$ cat src/rtl/core/ofsn_pkg.sv
// package for the surface normal orientation block
// constants, arctangent table and shared types; no dependencies
package ofsn_pkg;

	localparam int CordicSteps = 16;
	localparam int NormalWidth = 16;
	localparam int TabLen = 24;
	localparam int Steps = (CordicSteps < TabLen) ? CordicSteps : TabLen;

	// datapath width: 15 bit input scaled by 2^NormalWidth plus cordic growth
	localparam int DW = 15 + NormalWidth + 4;
	// angle width: degrees * 2^16 up to about +-1024 degrees
	localparam int AW = 27;

	localparam int GainQ20 = 636752;
	localparam int AngLimit = 23040;
	localparam int FullTurn = 46080;
	localparam int QuarterTurn = 11520;
	localparam int DegUnit = 65536;

	typedef logic signed [DW-1:0] dat_t;
	typedef logic signed [AW-1:0] ang_t;

	function automatic ang_t atan_tab(input logic [4:0] i);
		ang_t r;
		case (i)
			5'd0: r = 27'sd2949120;
			5'd1: r = 27'sd1740967;
			5'd2: r = 27'sd919879;
			5'd3: r = 27'sd466945;
			5'd4: r = 27'sd234379;
			5'd5: r = 27'sd117304;
			5'd6: r = 27'sd58666;
			5'd7: r = 27'sd29335;
			5'd8: r = 27'sd14668;
			5'd9: r = 27'sd7334;
			5'd10: r = 27'sd3667;
			5'd11: r = 27'sd1833;
			5'd12: r = 27'sd917;
			5'd13: r = 27'sd458;
			5'd14: r = 27'sd229;
			5'd15: r = 27'sd115;
			5'd16: r = 27'sd57;
			5'd17: r = 27'sd29;
			5'd18: r = 27'sd14;
			5'd19: r = 27'sd7;
			5'd20: r = 27'sd4;
			5'd21: r = 27'sd2;
			5'd22: r = 27'sd1;
			default: r = '0;
		endcase
		return r;
	endfunction

	// everything that travels down the chain
	typedef struct packed {
		logic valid;
		logic func;
		logic signed [16:0] heading;
		// rotation unit
		dat_t rx;
		dat_t ry;
		ang_t ra;
		// roll vectoring (x = z, y = turned x)
		dat_t lx;
		dat_t ly;
		ang_t la;
		logic lz;
		// pitch vectoring
		dat_t px;
		dat_t py;
		ang_t pa;
		logic pz;
		// heading vectoring (x = normal_y, y = normal_x)
		dat_t hx;
		dat_t hy;
		ang_t ha;
		logic hz;
		// z kept for the second pass
		dat_t z;
	} cell_t;

	function automatic ang_t to_out(input ang_t a);
		logic signed [AW-1:0] s;
		logic signed [AW-10:0] r;
		s = a + ang_t'(256);
		r = s[AW-1:9];
		if (r > (AW-9)'(AngLimit)) r = (AW-9)'(AngLimit);
		if (r < -(AW-9)'(AngLimit)) r = -(AW-9)'(AngLimit);
		return ang_t'(r);
	endfunction

endpackage

$ cat src/rtl/core/ofsn_cell.sv
// one cordic step, in parallel, for those of the four units that are enabled
// depends on ofsn_pkg
module ofsn_cell (
	input  logic clk,
	input  logic arst_n,
	input  logic en,
	input  logic [4:0] idx,
	input  logic vec_en,
	input  logic rot_en,
	input  ofsn_pkg::cell_t d,
	output ofsn_pkg::cell_t q
);
	import ofsn_pkg::*;

	cell_t n;
	ang_t t;

	function automatic void vstep(input dat_t x, input dat_t y, input ang_t a,
		input logic [4:0] i, output dat_t ox, output dat_t oy, output ang_t oa);
		ang_t tt;
		tt = atan_tab(i);
		if (y >= 0) begin
			ox = x + (y >>> i); oy = y - (x >>> i); oa = a + tt;
		end else begin
			ox = x - (y >>> i); oy = y + (x >>> i); oa = a - tt;
		end
	endfunction

	always_comb begin
		n = d;
		t = atan_tab(idx);
		if (rot_en) begin
			if (d.ra >= 0) begin
				n.rx = d.rx - (d.ry >>> idx); n.ry = d.ry + (d.rx >>> idx);
				n.ra = d.ra - t;
			end else begin
				n.rx = d.rx + (d.ry >>> idx); n.ry = d.ry - (d.rx >>> idx);
				n.ra = d.ra + t;
			end
		end
		if (vec_en) begin
			if (!d.lz) vstep(d.lx, d.ly, d.la, idx, n.lx, n.ly, n.la);
			if (!d.pz) vstep(d.px, d.py, d.pa, idx, n.px, n.py, n.pa);
		end
		if (rot_en && !d.hz) vstep(d.hx, d.hy, d.ha, idx, n.hx, n.hy, n.ha);
	end

	always_ff @(posedge clk or negedge arst_n) begin
		if (!arst_n) begin
			q <= '0;
		end else if (en) begin
			q <= n;
		end
	end
endmodule

$ cat config.mk
export PLATFORM = sky130hd
export DESIGN_NAME = ofsn_cell
export DESIGN_NICKNAME = d
export VERILOG_FILES = /design/src/rtl/core/ofsn_pkg.sv /design/src/rtl/core/ofsn_cell.sv
export SDC_FILE = /design/constraint.sdc
export NUM_CORES = 2
export LEC_CHECK = 0
export BUFFER_PORTS_ARGS = -buffer_cell sky130_fd_sc_hd__buf_2
export CAP_MARGIN = 25
export CORE_AREA = 3 3 353 355
export DETAILED_ROUTE_END_ITERATION = 16
export DIE_AREA = 0 0 356 358
export PLACE_DENSITY = 0.76
export SLEW_MARGIN = 0
export SYNTH_ARGS = -nofsm -noshare
export SYNTH_HDL_FRONTEND = slang
export SYNTH_SLANG_ARGS = --single-unit
$ cat constraint.sdc
create_clock -name clk -period 0.9 [get_ports clk]
set_input_delay 0.135 -clock clk [delete_from_list [all_inputs] [get_ports clk]]
set_output_delay 0.135 -clock clk [all_outputs]
set_load 0.01 [all_outputs]
==> results.md, run 1 <==
- Status: did not finish
- Stage where the flow stopped: global routing (5_1_grt)
- First Err: [ERROR GRT-0232] Routing congestion too high. Check the congestion heatmap in the GUI.
- Clock Path Buffers: 3
- Number of clock sinks: 445
- Number of flops mapped to enable cells by yosys: 0
- Number of port buffers: 899
- Worst endpoint type: register input
- GR Overflow Total: 42
- Die extent in y: 358 um
- Cell types occupying the most area after synthesis: dfrtp_1, mux4_2, ha_1
- Synth Instances: approximately 7600
- Half-perimeter wire length of the detailed placement result: 262600 um
- Tot GR Track Use: 0.6321
- Count of synthesis-stage warnings from yosys: 0
- Commonest cells in the netlist: nor2_1, a21oi_1, nand2_1, o21ai_0, dfrtp_1
- Proportion of register bits with asynchronous set or reset after synthesis: 1.000
- Clock root cell: clkbuf_16
- Synth Area per Inst: 8.235 um2
- Synth Cell Area: approximately 0.063 mm2
- Syn nets: about 8500
- Main flop type after synthesis: dfrtp_1
- Worst-path endpoint after global-route repair_timing: q[195]$_DFFE_PN0P_/D
- Row count: about 130
- Post-place setup slack: -5.367 ns
- Cell Area, Placed: 0.09058 mm2
- Antenna violations before repair: 78
- Count of different cell masters after synthesis: between 100 and 150
- CTS buffer count: 51
- Area share of the largest cell type after synthesis: 0.1768
- Level count of the clock H-tree: 2
- Number of ports placed on the die boundary: 900
- Starting density of the core: 0.5174
- Register bit count reported by yosys: between 400 and 500
- Floorplan die width: ~360 um
- Final Wtd Congestion: 1.104
- Maximum number of pins on one net before global-route repair: 67
- Sequential element share of the synthesized area: 0.1768
- Area leader, netlist: dfrtp_1
- Dominant cell by count in the synthesized netlist: nor2_1
[cell families after synthesis]
logic type,Yosys count,synth area share
compound gates,2305,0.2252
buf+inv,665,0.04570
mux,906,0.2219
xor+xnor,562,0.07816
fa+ha+maj,402,0.08130
flops,445,0.1768
simple gates,2362,0.1709
[timing repair]
| action | in CTS |
|---|---|
| hold buffers | 270 |
| pin swaps | 141 |
| cloned | 6 |
| buffers inserted | 97 |
| gates resized for setup | 273 |
| endpoints found under the setup margin | 836 |
| endpoints found under the hold margin | 715 |
[stage by stage]
| step | cells | hold WS [ns] |
|---|---|---|
| after floorplan | 7647 | -0.1606 |
| after global placement | 12452 | -0.03885 |
| after detailed placement | 12452 | -0.03862 |
| after CTS | 12920 | 0.0005060 |
[metal layers]
| layer | track usage | overflow |
|---|---|---|
| met1 | 0.6586 | 1 |
| met2 | 0.8677 | 21 |
| met3 | 0.3671 | 2 |
| met4 | 0.5946 | 17 |
| met5 | 0.1660 | 1 |
==> run 2: changes to the inputs <==
--- a/config.mk
+++ b/config.mk
@@ -7,10 +7,10 @@
 export LEC_CHECK = 0
 export BUFFER_PORTS_ARGS = -buffer_cell sky130_fd_sc_hd__buf_2
 export CAP_MARGIN = 25
-export CORE_AREA = 3 3 353 355
+export CORE_MARGIN = 3
+export CORE_UTILIZATION = 40
 export DETAILED_ROUTE_END_ITERATION = 16
-export DIE_AREA = 0 0 356 358
-export PLACE_DENSITY = 0.76
+export PLACE_DENSITY_LB_ADDON = 0.15
 export SLEW_MARGIN = 0
 export SYNTH_ARGS = -nofsm -noshare
 export SYNTH_HDL_FRONTEND = slang
==> constraint.sdc (replaced) <==
create_clock -name clk -period 1.15 [get_ports clk]
set_input_delay 0.1725 -clock clk [delete_from_list [all_inputs] [get_ports clk]]
set_output_delay 0.1725 -clock clk [all_outputs]
set_load 0.01 [all_outputs]
==> results.md, run 2 <==
- Peak fanout along the critical path: 7
- Placed Cells: 12913 (was 12452)
- GR Util met1: 0.5112
- Sequential standard cell area: roughly 0.011 mm2
- Half-perimeter wire length of the detailed placement result: 271100 um (was 262600 um)
- Synth Area per Inst: 8.235 um2 (unchanged)
- Drt total wl: 339700 um
- Endpoint of the worst hold-timing path: q[135]
- Final setup fails: 833
- Cell types occupying the most area after synthesis: dfrtp_1, mux4_2, ha_1 (unchanged)
- Worst setup path start: idx[0]
- Total via count in the routed design: ~79000
- Floorplan die width: 402.8 um (was 356 um)
- Final Wtd Congestion: 1.058 (was 1.104)
- Number of cell instances on the worst register-to-register path: 2
- Max cap viols: 0
- Transition time at the pin with the least slew margin: 0.8983 ns
- Endpoint of the worst register-to-register path: q[420]
- Top Registers: q (445)
- Reg2reg setup slack: 0.15 ns
- Status: finished with violations (was did not finish)
- Number of flops mapped to enable cells by yosys: 0 (unchanged)
- Setup repair after global routing missed its margin: yes
- Highest Clock Rate: 182.2 MHz
- Non-filler cells in the finished layout: between 10000 and 15000
- Worst path max stage delay: roughly 0.57 ns
- Row count: 144 (was 128)
- Register name with the most flops: q
- CTS buffer count: 53 (was 51)
- Worst-path clk slew: approximately 0.070 ns
- Die extent in y: 402.8 um (was 358 um)
- Main flop type after synthesis: dfrtp_1 (unchanged)
- Crit path top cell by count: buf_4
- Area share of the largest cell type after synthesis: 0.1768 (unchanged)
- DRC marker count from the first detailed-route iteration: 7941
- Tmin final: about 5.5 ns
- Crit Reg-Reg Startpoint: q[420]
- Most used cells in the layout excluding fill and tap cells: buf_4, buf_2, nor2_1
- Dominant cell by count in the synthesized netlist: nor2_1 (unchanged)
- Core ar.: ~0.16 mm2
- Category of the critical setup timing path: input pin to register
- Post-place setup slack: -5.262 ns (was -5.367 ns)
- Signal arrival time at the worst endpoint: 6.03 ns
- Combined area of the multi-input logic cells: 0.05365 mm2
- Antenna violations before repair: 17
- Synth Cell Area: 0.06298 mm2 (unchanged)
- Commonest cells in the netlist: nor2_1, a21oi_1, nand2_1, o21ai_0, dfrtp_1 (unchanged)
- Tot GR Track Use: 0.3986
- Max reg flops: about 450
- Final Total Pwr: between 0.1 and 0.15 W
- Number of nets with antenna violations after detailed routing: 0
- Later-pin clock latency in the skew report: between 0.6 and 0.7 ns
- Lkg Pwr: 47.66 nW
- Count of different cell masters after synthesis: 110 (unchanged)
- Startpoint kind of the worst setup timing path: input pin
- Number of port buffers: 899 (unchanged)
- Number of hold-slack violations in the final timing report: 1
- Clock tree from TritonCTS: yes
- Synth Instances: 7647 (unchanged)
- Hold wc startpoint: d[135]
- Routing usage on met3: 0.06147
- Wire length of the first global-routing pass: 495600 um
- Hold depth: 4
- Clock Path Buffers: 3 (unchanged)
- TritonRoute pass-1 iters: 6
- Ratio of final minimum period to clock period: 4.773
- Worst hold slack after final layout: -0.001890 ns
- Final-report max-slew violation count: 0
- Final setup TNS: -1341.15 ns
- GR Overflow Total: 0
- Sequential element share of the synthesized area: 0.1768 (unchanged)
- Count of synthesis-stage warnings from yosys: 0 (unchanged)
- Most utilized layer in the global route result: met2
- Average detailed-routed wire length per instance: 25.05 um
- Data required time of the worst path: 1.69 ns
- Critical path capture point type: register
- Met2 Use GR: 0.6430
- Proportion of register bits with asynchronous set or reset after synthesis: 1.000 (unchanged)
- Power per cell area: 1129 mW/mm2
- Failing checks: negative hold slack, negative setup slack
- Fillcell total: 13212
- Leading cell type in the layout, fill and taps excluded: buf_4
- Area Growth Syn to Fin: 62.85%
- Max_slew headroom: 0.4012
- Slowest stage cell, crit path: or4b_4
- Layout net count: 12318
- Register bit count reported by yosys: 445 (unchanged)
- Area leader, netlist: dfrtp_1 (unchanged)
- IR Drop Worst-Case VDD: 1.170 mV
- Remaining DRCs: 0
- Number of ports placed on the die boundary: 900 (unchanged)
- Syn nets: 8504 (unchanged)
- Level count of the clock H-tree: 2 (unchanged)
- Clock tree skew after final layout: 0 ns
- Starting density of the core: 0.4055 (was 0.5174)
- Maximum number of pins on one net before global-route repair: 91
- Fraction of layout cells with a size suffix above 1: 0.4732
- Worst Setup Slack, final: -4.339 ns
- Clock root cell: clkbuf_16 (unchanged)
- Worst hold path class: input pin to register
- Vias per Instance: around 5.9
- Die footprint: 0.1622 mm2
- Cell family with the largest share of critical-path delay: buffers and inverters
- Number of clock sinks: 445 (unchanged)
- Via count of the first global-routing pass: 77920
- Count of buffer and inverter cells on the critical path: 18
[run 2: stage by stage]
step,area (um2),utilization,hold WS [ns]
after floorplan,64520,-,-0.1231
after global placement,91280,0.5877,0.004466
after detailed placement,91280,0.5877,0.008266
after CTS,99610,0.6414,-0.03433
after global routing,102500,0.6602,0.01689
final,102600,0.6603,-0.001890
[run 2: layout make-up]
class	count	share of cell area
multi-input cells	6537	0.5231
clock buffers	70	0.01482
inverters	176	0.006893
diodes	14	0.0003416
well taps	2044	0.02494
flip-flops and latches	445	0.1086
clock inverters	28	0.004392
repair buffers	4248	0.3169
[run 2: how the worst max path moves through the flow]
stage,to,cells after the start
after floorplan,q[230],25
after global placement,q[390],30
after detailed placement,q[390],29
after CTS,q[97],29
after global routing,q[390],29
final,q[97],30
[run 2: cell families (layout without fill, tap and decap cells)]
family | Yosys count | after routing | share of synthesized area
flops | 445 | 445 | 0.1768
xor+xnor | 562 | 562 | 0.07816
compound gates | 2305 | 2305 | 0.2252
buf+inv | 665 | 4522 | 0.04570
other cells | 0 | 14 | 0
mux | 906 | 906 | 0.2219
simple gates | 2362 | 2362 | 0.1709
fa+ha+maj | 402 | 402 | 0.08130
[run 2: worst min-delay path, delay by kind of cell]
family                   cells  cell delay (ns)
adder cells (fa/ha/maj)      1             0.17
AO/OA/AOI/OAI                1             0.15
buffers and inverters        1             0.11
AND/OR/NAND/NOR              1             0.05
[run 2: what timing repair did]
item / in CTS / in global routing
hold buffers: 295 / 0
endpoints found under the hold margin: 739 / 0
setup buffers: 141 / 115
endpoints found under the setup margin: 833 / 844
resized for setup: 447 / 464
cloned: 12 / 3
pin swaps: 225 / 382
[run 2: per-layer routing]
| metal | part of all wire | wire, um | vias to the layer above |
|---|---|---|---|
| li1 | - | - | 36100 |
| met1 | 0.40 | 135700 | 38749 |
| met2 | 0.46 | 154900 | 3721 |
| met3 | 0.078 | 26640 | 835 |
| met4 | 0.066 | 22380 | 6 |
| met5 | 0.00011 | 37 | - |
[run 2: report_power, final]
part	switching, W	total (W)	internal [W]
Clock	0.00819	0.0196	0.0114
Sequential	0.00163	0.0197	0.0181
Combinational	0.0388	0.0765	0.0376
(Power assumes the default switching activity.)
